**src/rtl/rie_pkg.sv**
```systemverilog
// Shared types, constants and opcodes of the RISC instruction executor.
package rie_pkg;

   localparam int DataDepthDefault = 4096;
   localparam int IoCountDefault   = 23;
   localparam int RegCountDefault  = 16;
   localparam int PcWidth          = 12;
   localparam int IoIdxWidth       = 5;
   localparam logic [4:0] IoIrqReturn = 5'd7;

   typedef enum logic [7:0] {
      OP_ADD = 8'd0, OP_SUB = 8'd1, OP_MUL = 8'd2, OP_AND = 8'd3, OP_OR = 8'd4,
      OP_XOR = 8'd5, OP_SLL = 8'd6, OP_SRA = 8'd7, OP_SRL = 8'd8, OP_BEQ = 8'd9,
      OP_BNE = 8'd10, OP_BLT = 8'd11, OP_BGT = 8'd12, OP_BLE = 8'd13, OP_BGE = 8'd14,
      OP_JAL = 8'd15, OP_LW = 8'd16, OP_SW = 8'd17, OP_RETI = 8'd18, OP_IN = 8'd19,
      OP_OUT = 8'd20, OP_HALT = 8'd21
   } opcode_type;

   typedef enum logic {
      REQ_EXEC = 1'b0,
      REQ_PRELOAD = 1'b1
   } req_op_type;

   typedef struct packed {
      logic        op;
      logic [19:0] instr_word;
      logic [19:0] imm_word;
      logic [11:0] load_addr;
      logic [31:0] load_data;
   } req_type;

   typedef struct packed {
      logic [11:0] next_pc;
      logic        halted;
      logic        io_write_valid;
      logic [4:0]  io_index;
      logic [31:0] io_value;
      logic        interrupt_return;
   } rsp_type;

   // Decoded request handed from front to back
   typedef struct packed {
      logic        preload;
      logic [7:0]  opc;
      logic [3:0]  rd;
      logic [3:0]  rs;
      logic [3:0]  rt;
      logic        itype;
      logic [31:0] imm;
      logic [11:0] load_addr;
      logic [31:0] load_data;
   } dec_type;

endpackage

```
**src/rtl/rie_front.sv**
```systemverilog
// Front end: accepts requests, classifies them and queues decoded entries.
module rie_front (
   input  logic             clock,
   input  logic             reset,
   input  logic             push,
   output logic             full,
   input  rie_pkg::req_type req,
   output logic             dec_valid,
   input  logic             dec_take,
   output rie_pkg::dec_type dec
);
   import rie_pkg::*;

   // Two-entry queue between front and back
   dec_type    q_ff [2];
   dec_type    q_in;
   logic [1:0] cnt_ff, cnt_in;
   logic       rd_ptr_ff, rd_ptr_in, wr_ptr_ff, wr_ptr_in;
   logic       acc;
   logic [7:0] opc;

   assign full = (cnt_ff == 2'd2);
   assign acc  = push && !full;
   assign opc  = req.instr_word[19:12];

   // Classification: immediate form and sign extension
   always_comb begin
      q_in.preload   = (req.op == REQ_PRELOAD);
      q_in.opc       = opc;
      q_in.rd        = req.instr_word[11:8];
      q_in.rs        = req.instr_word[7:4];
      q_in.rt        = req.instr_word[3:0];
      q_in.itype     = (opc != OP_HALT) && (opc != OP_RETI) &&
                       (q_in.rd == 4'd1 || q_in.rs == 4'd1 || q_in.rt == 4'd1);
      q_in.imm       = q_in.itype ? {{12{req.imm_word[19]}}, req.imm_word} : 32'd0;
      q_in.load_addr = req.load_addr;
      q_in.load_data = req.load_data;
   end

   always_comb begin
      cnt_in    = cnt_ff + {1'b0, acc} - {1'b0, dec_take};
      rd_ptr_in = rd_ptr_ff ^ dec_take;
      wr_ptr_in = wr_ptr_ff ^ acc;
   end

   always_ff @(posedge clock) begin
      if (reset) begin
         cnt_ff    <= 2'd0;
         rd_ptr_ff <= 1'b0;
         wr_ptr_ff <= 1'b0;
      end else begin
         cnt_ff    <= cnt_in;
         rd_ptr_ff <= rd_ptr_in;
         wr_ptr_ff <= wr_ptr_in;
      end
   end

   always_ff @(posedge clock) begin
      if (acc) begin
         q_ff[wr_ptr_ff] <= q_in;
      end
   end

   assign dec_valid = (cnt_ff != 2'd0);
   assign dec       = q_ff[rd_ptr_ff];

   // Queue never overflows nor underflows
   a_no_over: assert property (@(posedge clock) disable iff (reset) cnt_ff <= 2'd2)
      else $error("front queue count out of range");
   a_take_valid: assert property (@(posedge clock) disable iff (reset)
      dec_take |-> dec_valid) else $error("take from empty front queue");
   a_cnt_step: assert property (@(posedge clock) disable iff (reset)
      (acc && !dec_take) |=> cnt_ff == $past(cnt_ff) + 2'd1)
      else $error("front queue count did not advance");

endmodule

```
**config.mk**
```make
export PLATFORM = sky130hd
export DESIGN_NAME = rie_front
export DESIGN_NICKNAME = d
export VERILOG_FILES = /design/src/rtl/rie_pkg.sv /design/src/rtl/rie_front.sv
export SDC_FILE = /design/constraint.sdc
export NUM_CORES = 1
export LEC_CHECK = 0
export ABC_AREA = 1
export BUFFER_PORTS_ARGS = -buffer_cell sky130_fd_sc_hd__buf_2
export CORE_MARGIN = 1
export CORE_UTILIZATION = 45
export DETAILED_ROUTE_END_ITERATION = 12
export PLACE_DENSITY = 0.8
export SYNTH_ARGS = -nofsm -noshare
export SYNTH_HDL_FRONTEND = slang
export SYNTH_SLANG_ARGS = --single-unit
```
**constraint.sdc**
```tcl
create_clock -name clock -period 7.9 [get_ports clock]
set_input_delay 0.79 -clock clock [delete_from_list [all_inputs] [get_ports clock]]
set_output_delay 0.79 -clock clock [all_outputs]
set_load 0.01 [all_outputs]
```
* After elaboration in Yosys (flattened, before gate mapping)
Memories as Yosys holds them, arrays and structs flattened. A register that Yosys moved wholly into a read port is not among the register bits.
Index checks and enable logic that the tools add are counted.
** Word-level totals
- Flip-flop bits (word level) :: 4
- RAM bits :: 196
- Input port bits :: 89
- Word-level logic and storage cells :: 25
- Memories :: 1
** Cells by class
- $add $sub $neg :: 2
- Eq/ne operators :: 6
- Mux-type cells :: 4
- Bitwise operators :: 2
- Reduce and logical (&&, ||, !) cells :: 7
** Memory list
- q_ff :: words 2, width 98, rd ports 1, clocked after memory_dff 1, wr ports 1, line rie_front.sv:15 : dec_type q_ff [2];
** Operators with widths (count)
- $mux W32 :: 1
- $ne A8 B5 Y1 const B :: 2
- $eq A4 B1 Y1 const B :: 3
- $logic_and A1 B1 Y1 :: 3
- $mux W1 :: 3
- $add A2 B1 Y2 :: 1
- $eq A2 B2 Y1 const B :: 1
- $logic_or A1 B1 Y1 :: 2
- $reduce_bool A2 Y1 :: 1
- $sub A2 B1 Y2 :: 1
- $xor A1 B1 Y1 :: 2
- $logic_not A1 Y1 :: 1

* Depth between registers and ports, before layout
Gate-level depths: netlist of the first run.
- Depth in word-level cells :: 5
- Mapped depth :: 9
- Depth with buffers taken out :: 9

* Worst setup path after synthesis of the first run
No wires, ideal clock.
- Kind :: input to register
- Start :: input port push
- End :: memory q_ff[1][0] in the netlist's numbering, enable pin
- Setup time :: 0.455 ns
- Arrival time :: 3.018 ns
- Required time :: 7.445 ns
- Setup slack :: 4.428 ns
- Stages :: 3
- Cells stage by stage :: o21ai_0 inv_1 ha_1
** Between the ends
- Cells in the longest elaborated chain, start to end :: 3
** Ends and longest elaborated chain
- from (decl) :: line rie_front.sv:5 : input logic push,
- $logic_and A1 B1 Y1 :: line rie_front.sv:23 : assign acc = push && !full;
- $mux W1 :: line rie_front.sv:59 : if (acc) begin
- $mux W1 (not written as such) :: line rie_front.sv:60 : q_ff[wr_ptr_ff] <= q_in;
- to (decl) :: line rie_front.sv:15
No other way between the ends.

==> results.toml, run 1 <==
[global_routing]
grt_pass1_wl_um = 18820
antenna_found_initial = 0
grt_use_total = 0.1587
grt_start_max_net_pins = 46
grt_pass1_vias = 3851
global_route.overflow_total = 0

[run]
maxCapViolations = 0

[timing]
tightest_slew_ns = 0.8337
fin_tns_setup_ns = 0
rsz0062_at_grt = "no"
skew_ns = 0.007278
min_period_ns = 3.258
slew_viol_final = 0
hold_violations = 0
fin_crit_sh = 0.4124
fmax_mhz = 307.0
max_slew_margin = 0.4429
finalSetupViolCount = 0

[layout]
ff_latch_area_um2 = 5249
final_cells = 760
nNetsFinal = 656
synthToLayoutAreaGrowth_pct = 22.65
nFillCells = 1175
layout-drive-gt1-share = 0.5365
final_area_um2 = 8463
antennaDiodeCount = 0
multi_input_comb_area_um2 = 1371

[clock_tree]
insertion_delay_ns = 0.41
cts_buffer_depth = 2
clock-sinks = 176
clkTransAtPathRegs_ns = 0.06
postCtsSetupRepairBufs = 0
cts_tree = "built"
cts_htree_levels = 4
root_buffer = "clkbuf_16"
postCtsHoldBufs = 0
cts_resized = 0
cts_buffers = 17

[synthesis]
synth_xor_area_frac = 0.002539
synthMuxAreaShare = 0.1567
seq_area_frac_synth = 0.7601
synth_compound_area_frac = 0.0007253
synth_area_per_cell_um2 = 18.30
syn_area_um2 = 6900
synth.top_cell.area_share = 0.7485
synth_cells = 377
synthTopCellsByArea = "edfxtp_1 75%, mux2_2 9.1%, mux2_4 6.5%, nor2_1 2.0%, inv_1 1.8%"
synth.distinct_cells = 15
synth_most_common_cell = "edfxtp_1"
yosys.area_share.adder = 0.007253
synth-simple-area-share = 0.02792
synthTopCellsByCount = "172 x edfxtp_1, 56 x mux2_2, 36 x nor2_1, 34 x inv_1, 30 x mux2_4"
synth_edf_count = 172
synth_flop_cell = "edfxtp_1"
synth_fp_nets = 470
yosys_warnings = 0
synth_top_family_by_area = "multiplexers"
async_flop_share = 0
ys_ff_latch = 176
synth_area_leader_cell = "edfxtp_1"

[worst_setup_path]
cp_cell_sequence = "buf_4 -> mux2_2 -> buf_2"
criticalPathCategory = "flop to primary output"
crit_buf_inv = 2
slowest_stage = "dfxtp_4"
cp-end-kind = "primary output"
crit_family = "buffers and inverters"
cpPeakStageDelay_ns = 0.76
required_ns = 7.11
cp_data_arrival_time_ns = 2.47
critPathMaxFanout = 45
startpoint_type = "flop"

[placement]
place_inst = 728
detailed_place_hpwl_um = 7976
dpl_cell_area_um2 = 7941
place_congestion = 0.6894
io_buffer_count = 188

[worst_hold_path]
hold_class = "input pin to flop"

[floorplanning]
die_h_um = 125.8
io-pin-count = 189
core_um2 = 14750
die_x_um = 125.8
placementRows = 44
dieArea_um2 = 15830
initial_utilization = 0.4677

[routing]
wl_met3_um = 838
dr_wl_met2_um = 6264
wl_per_cell_um = 15.82
dr.pass1.iters = 4
route.detailed.drc = 0
postRouteAntennaNets = 0
viasPerCell = 4.857
num_vias = 3691
top_layer_used = "met4"
wl_um = 12020
wl_met1_um = 4669
drt_iter0_drc = 178

[pwr]
ir_worst_vdd_mv = 0.1601
power_density_nw_per_um2 = 268.4
p_leak_nw = 3.412

[status]
status = "finished clean"
per-stage QoR:
step           hold slack (ns)  worst slack [ns]    util  total power, mW
2_1_floorplan           0.5227             4.428       -            1.432
3_3_place_gp            0.5425             5.069  0.5382            1.551
3_5_place_dp            0.6166             5.026  0.5382            1.566
4_1_cts                 0.5394             4.564  0.5736            2.302
5_1_grt                 0.5392             4.468  0.5736            2.368
6_report                0.5624             4.642  0.5736            2.272
final timing paths:
| kind | to | cells past startpoint | slack [ns] | startpoint |
|---|---|---|---|---|
| setup / recovery | dec[26] | 3 | 4.64 | rd_ptr_ff |
| hold / removal | q_ff[1][30] | 1 | 0.56 | req[30] |
| setup reg to reg | q_ff[0][92] | 5 | 5.60 | cnt_ff[1] |
| hold reg to reg | cnt_ff[1] | 3 | 0.62 | cnt_ff[1] |
logic make-up (layout without fill, tap and decap cells):
logic type	Yosys count	after routing
AO/OA/AOI/OAI	1	1
XOR/XNOR	2	2
adder cells (fa/ha/maj)	4	4
buffers and inverters	58	257
flip-flops	176	176
multiplexers	86	86
AND/OR/NAND/NOR	50	50
area by class of cell:
type,count,area share
sequential,176,0.6202
multi-input combinational,143,0.1620
timing repair buffer,191,0.1138
clock inverter,15,0.01138
tap,184,0.02720
inverter,34,0.01508
clock buffer,17,0.05027
power by group:
part / internal, mW / total [mW] / switching (mW)
Clock: 0.398 / 0.734 / 0.337
Sequential: 1.15 / 1.18 / 0.0344
Combinational: 0.165 / 0.354 / 0.189
Total: 1.71 / 2.27 / 0.560
per-layer routing:
| metal | vias to the layer above | global-route usage |
|---|---|---|
| met5 | - | 0 |
| met4 | 0 | 0.07158 |
| met3 | 22 | 0.04843 |
| met2 | 151 | 0.2856 |
| met1 | 1784 | 0.1718 |
| li1 | 1734 | - |
sequential cells by signal, summed over array words and instances (netlist names):
name / cells
q_ff: 172
cnt_ff: 2
rd_ptr_ff: 1
wr_ptr_ff: 1
layout by cell type (no fill, tap or decap):
master      instances
buf_2             188
buf_4               3
clkbuf_16          17
clkinv_1            4
clkinv_2            2
clkinv_4            1
clkinvlp_4          6
dfxtp_1             3
dfxtp_4             1
edfxtp_1          172
ha_1                2
ha_4                2
inv_1              34
inv_6               2
mux2_2             56
mux2_4             30
nand2_1            11
nand3_1             2
nor2_1             36
o21ai_0             1
or2_2               1
xnor2_1             2
worst register-to-register path, stage by stage, from the launching register on:
cell and delay (ns):
dfxtp_1 0.31, inv_1 0.11, o21ai_0 0.13, inv_1 0.16
ha_4 0.56, buf_4 0.63
Note: power is estimated with default switching activity, not from simulation.
==> run 2, diff against run 1 <==
clock period = 3.3 ns   (was 7.9 ns; I/O delays follow)
==> run 2 against run 1 <==
Clock skew up 0.0019 ns. Sequential share of layout area decreased by 0.86 points. Combinational power increased by 150%. Clock-buffer cell count is 1 higher. Hold slack worse by 0.46 ns. Sequential cell count unchanged. Setup slack got worse by 3.7 ns. Critical path depth unchanged. Critical endpoint is now dec[5].
==> results.toml, run 2 (synthesis results as in run 1) <==
[floorplanning]
io-pin-count = 189
dieArea_um2 = 15830
initial_utilization = 0.4677
die_h_um = 125.8
core_um2 = 14750
die_x_um = 125.8
placementRows = 44

[timing]
finalSetupViolCount = 0
min_period_ns = 2.360
timing.hold.ws_ns = 0.09741
rsz0062_at_grt = "no"
tightest_slew_ns = 0.7882
fmax_mhz = 423.8
fin_crit_sh = 0.7150
skew_ns = 0.009222
hold_violations = 0
fin_tns_setup_ns = 0
slew_viol_final = 0
max_slew_margin = 0.4732

[routing]
drt_iter0_drc = 202
wl_per_cell_um = 16.45
wl_um = 12520
route.detailed.drc = 0
postRouteAntennaNets = 0
num_vias = 3642
dr.pass1.iters = 6
viasPerCell = 4.786

[pwr]
ir_worst_vdd_mv = 0.3613
p_leak_nw = 3.473
power.total_mw = 5.709
power_density_nw_per_um2 = 665.2

[layout]
largest_reg_flops = 172
top_register = "q_ff"
top_regs = "q_ff (172), cnt_ff (2)"
layout.cells.most_common = "buf_2"
final_cell_mix = "188 x buf_2, 172 x edfxtp_1, 56 x mux2_2, 36 x nor2_1, 34 x inv_1"
synthToLayoutAreaGrowth_pct = 24.37
layout-drive-gt1-share = 0.5425
fin_util = 0.5817
nNetsFinal = 657
antennaDiodeCount = 0
final_cells = 761

[worst_setup_path]
required_ns = 2.97
cp_data_arrival_time_ns = 2.03
criticalPathCategory = "flop to primary output"
r2r_setup_slack_ns = 1.31
cp-end-kind = "primary output"
critPathMaxFanout = 36
timing.rr.start = "cnt_ff[1]"
worst_r2r_endpoint = "q_ff[1][32]"
startpoint_type = "flop"
r2r_cells = 5

[clock_tree]
cts_buffer_depth = 2
cts_buffers = 17
root_buffer = "clkbuf_16"
cts_tree = "built"
insertion_delay_ns = 0.42
postCtsHoldBufs = 0
clock-sinks = 176
postCtsSetupRepairBufs = 0
cts_htree_levels = 4
cts_resized = 0
clkTransAtPathRegs_ns = 0.06

[worst_hold_path]
hold_class = "input pin to flop"
hold_path.startpoint = "req[31]"
worstHoldPathCells = 1
min_to = "q_ff[0][31]"

[run]
maxCapViolations = 0

[status]
status = "finished clean"

[global_routing]
grt_use_total = 0.1624
grt_start_max_net_pins = 45
global_route.overflow_total = 0
grt_pass1_vias = 3835
grt_pass1_wl_um = 19310
antenna_found_initial = 0

[placement]
place_inst = 729
io_buffer_count = 188
detailed_place_hpwl_um = 8477
place_congestion = 0.7140
## run 2: changes by cell type in the layout (fill, tap and decap cells not counted), sizes merged
cell | previous run | this run
clkbuf | 17 | 18
buf | 191 | 192
clkinvlp | 6 | 4
clkinv | 7 | 5
bufinv | 0 | 3
## run 2: power breakdown
group          total (mW)  internal (mW)  switching, mW
clock network        2.00           1.19          0.811
registers            2.83           2.75         0.0775
logic               0.883          0.411          0.472
total                5.71           4.35           1.36
## run 2: critical path, cell delays in order, from the launching register on
cell	delay (ns)
dfxtp_4	0.70
buf_4	0.39
mux2_2	0.38
buf_2	0.14
## run 2: layer usage
| layer | global-route usage | vias to the layer above | part of all wire |
|---|---|---|---|
| met3 | 0.05225 | 19 | 0.069 |
| met4 | 0.07442 | 0 | 0.020 |
| li1 | - | 1742 | - |
| met1 | 0.1856 | 1741 | 0.41 |
| met5 | 0 | - | 0 |
| met2 | 0.2788 | 140 | 0.50 |
## run 2: cell type report
class | count | area, um^2
clock buffers | 18 | 429.2
inverters | 34 | 127.6
repair buffers | 192 | 1008
well taps | 184 | 230.2
flip-flops and latches | 176 | 5249
clock inverters | 14 | 166.4
multi-input cells | 143 | 1371
fillers | 1122 | 6172
## run 2: through the flow
step / setup slack [ns] / cell area [um^2]
5_1_grt: 0.8217 / 8582
4_1_cts: 0.8785 / 8582
3_3_place_gp: 1.364 / 7986
6_report: 0.9404 / 8582
2_1_floorplan: 0.2387 / 6900
3_5_place_dp: 1.281 / 7986
## run 2: worst max-delay path by stage
stage                  end  cells past startpoint  slack [ns]      start
3_5_place_dp   q_ff[1][56]                      5        1.28       push
4_1_cts             dec[5]                      3        0.88  rd_ptr_ff
6_report            dec[5]                      3        0.94  rd_ptr_ff
3_3_place_gp    q_ff[0][1]                      5        1.36       push
2_1_floorplan   q_ff[1][0]                      4        0.24  cnt_ff[1]
5_1_grt             dec[1]                      3        0.82  rd_ptr_ff
==> run 3, diff against run 2 <==
clock period = 2.3 ns   (was 3.3 ns; I/O delays follow)
==> run 3 against run 2 <==
Setup slack lost 0.61 ns. Die area is the same. Wire length grew 3.8%. Critical path type unchanged. Critical endpoint is now dec[21]. Highest routed layer is now met5.
==> results.toml, run 3 (synthesis results as in run 1) <==
[floorplanning]
io-pin-count = 189
placementRows = 44
core_um2 = 14750
dieArea_um2 = 15830
initial_utilization = 0.4677
die_h_um = 125.8
die_x_um = 125.8

[timing]
max_slew_margin = 0.6603
fmax_mhz = 508.2
hold_violations = 0
min_period_ns = 1.968
skew_ns = 0.006975
fin_crit_sh = 0.8555
fin_tns_setup_ns = 0
slew_viol_final = 0
tightest_slew_ns = 0.5096
finalSetupViolCount = 0
rsz0062_at_grt = "no"

[layout]
final_cells = 813
final_cell_mix = "188 x buf_2, 172 x edfxtp_1, 56 x mux2_2, 52 x dlygate4sd3_1, 36 x nor2_1"
nNetsFinal = 710
layout.cells.most_common = "buf_2"
layout-drive-gt1-share = 0.4897
largest_reg_flops = 172
top_regs = "q_ff (172), cnt_ff (2)"
synthToLayoutAreaGrowth_pct = 31.42
top_register = "q_ff"
antennaDiodeCount = 0

[pwr]
p_switching_mw = 1.923
p_sw_frac = 0.2379
ir_worst_vdd_mv = 0.4597
power_density_nw_per_um2 = 891.6
p_leak_nw = 3.663
combPwrFrac = 0.167
power.clock.fraction = 0.335
seq_power_share = 0.498
p_int_mw = 6.162

[global_routing]
antenna_found_initial = 1
gr-usage-met3 = 0.05098
grt_use_met1 = 0.1951
grt.busiest_layer = "met2"
grt_pass1_wl_um = 20430
grt_use_total = 0.1737
grtUsageMet2 = 0.3072
grt_start_max_net_pins = 87
grt_pass1_vias = 4084
global_route.overflow_total = 0

[worst_setup_path]
criticalPathCategory = "flop to primary output"
cp-end-kind = "primary output"
startpoint_type = "flop"
critPathMaxFanout = 33
required_ns = 2.07
cp_cell_sequence = "buf_4 -> mux2_2 -> buf_2"
cp_data_arrival_time_ns = 1.74
crit_buf_inv = 2
cpPeakStageDelay_ns = 0.40
slowest_stage = "buf_4"
crit_family = "buffers and inverters"

[placement]
io_buffer_count = 188
place_inst = 730
detailed_place_hpwl_um = 7839
place_congestion = 0.7088

[routing]
dr.pass1.iters = 5
wl_per_cell_um = 15.98
postRouteAntennaNets = 0
wl_um = 12990
route.detailed.drc = 0
num_vias = 3861
drt_iter0_drc = 231
viasPerCell = 4.749

[clock_tree]
cts_tree = "built"
insertion_delay_ns = 0.42
clock-sinks = 176
cts_buffer_depth = 2
cts_htree_levels = 4
cts_resized = 0
cts_buffers = 17
clkTransAtPathRegs_ns = 0.06
root_buffer = "clkbuf_16"

[status]
status = "finished clean"

[run]
maxCapViolations = 0

[worst_hold_path]
hold_class = "input pin to flop"
run 3: cell type report:
type                       instances  area (um^2)
clock buffer                      20        436.7
clock inverter                    11        117.6
fill                            1099         5685
inverter                          34        127.6
multi-input combinational        143         1371
sequential                       176         5249
tap                              184        230.2
timing repair buffer             245         1536
run 3: power by group through the flow:
stage                     Sequential (mW)  Clock (mW)  Combinational (mW)
final                                4.03        2.71                1.35
after global routing                 4.06        2.91                1.47
after CTS                            4.03        2.77                1.37
after detailed placement             4.10           0                1.30
after global placement               4.07           0                1.28
after floorplan                      4.09           0               0.827
run 3: worst paths after layout:
kind                                 from     endpoint  slack, ns  cells after the start
worst min-delay path              req[68]  q_ff[1][81]       0.02                      1
worst max-delay path            rd_ptr_ff      dec[21]       0.33                      3
worst min register to register  cnt_ff[1]    cnt_ff[1]       0.59                      3
worst max register to register  cnt_ff[1]  q_ff[0][33]       0.63                      5
run 3: metrics by stage:
| stage | setup WS (ns) | hold slack [ns] | utilization | instance area (um^2) | power (mW) |
|---|---|---|---|---|---|
| after floorplan | -0.7613 | 0.2967 | - | 6900 | 4.920 |
| after global placement | 0.6874 | 0.4169 | 0.5418 | 7994 | 5.351 |
| after detailed placement | 0.6531 | 0.4224 | 0.5418 | 7994 | 5.396 |
| after CTS | 0.2647 | 0.0002857 | 0.6140 | 9059 | 8.170 |
| after global routing | 0.2248 | 0.0009825 | 0.6147 | 9069 | 8.436 |
| final | 0.3324 | 0.02279 | 0.6147 | 9069 | 8.086 |
run 3: per-layer routing:
| layer | vias to the layer above | share of wire |
|---|---|---|
| met5 | - | 0.00085 |
| met4 | 2 | 0.012 |
| met3 | 15 | 0.056 |
| met2 | 138 | 0.52 |
| met1 | 1863 | 0.41 |
| li1 | 1843 | - |
run 3: repair_timing:
| action | in CTS | in global routing |
|---|---|---|
| endpoints found under the hold margin | 102 | 2 |
| hold buffers | 51 | 1 |
| setup buffers | 0 | 0 |
| endpoints found under the setup margin | 0 | 0 |
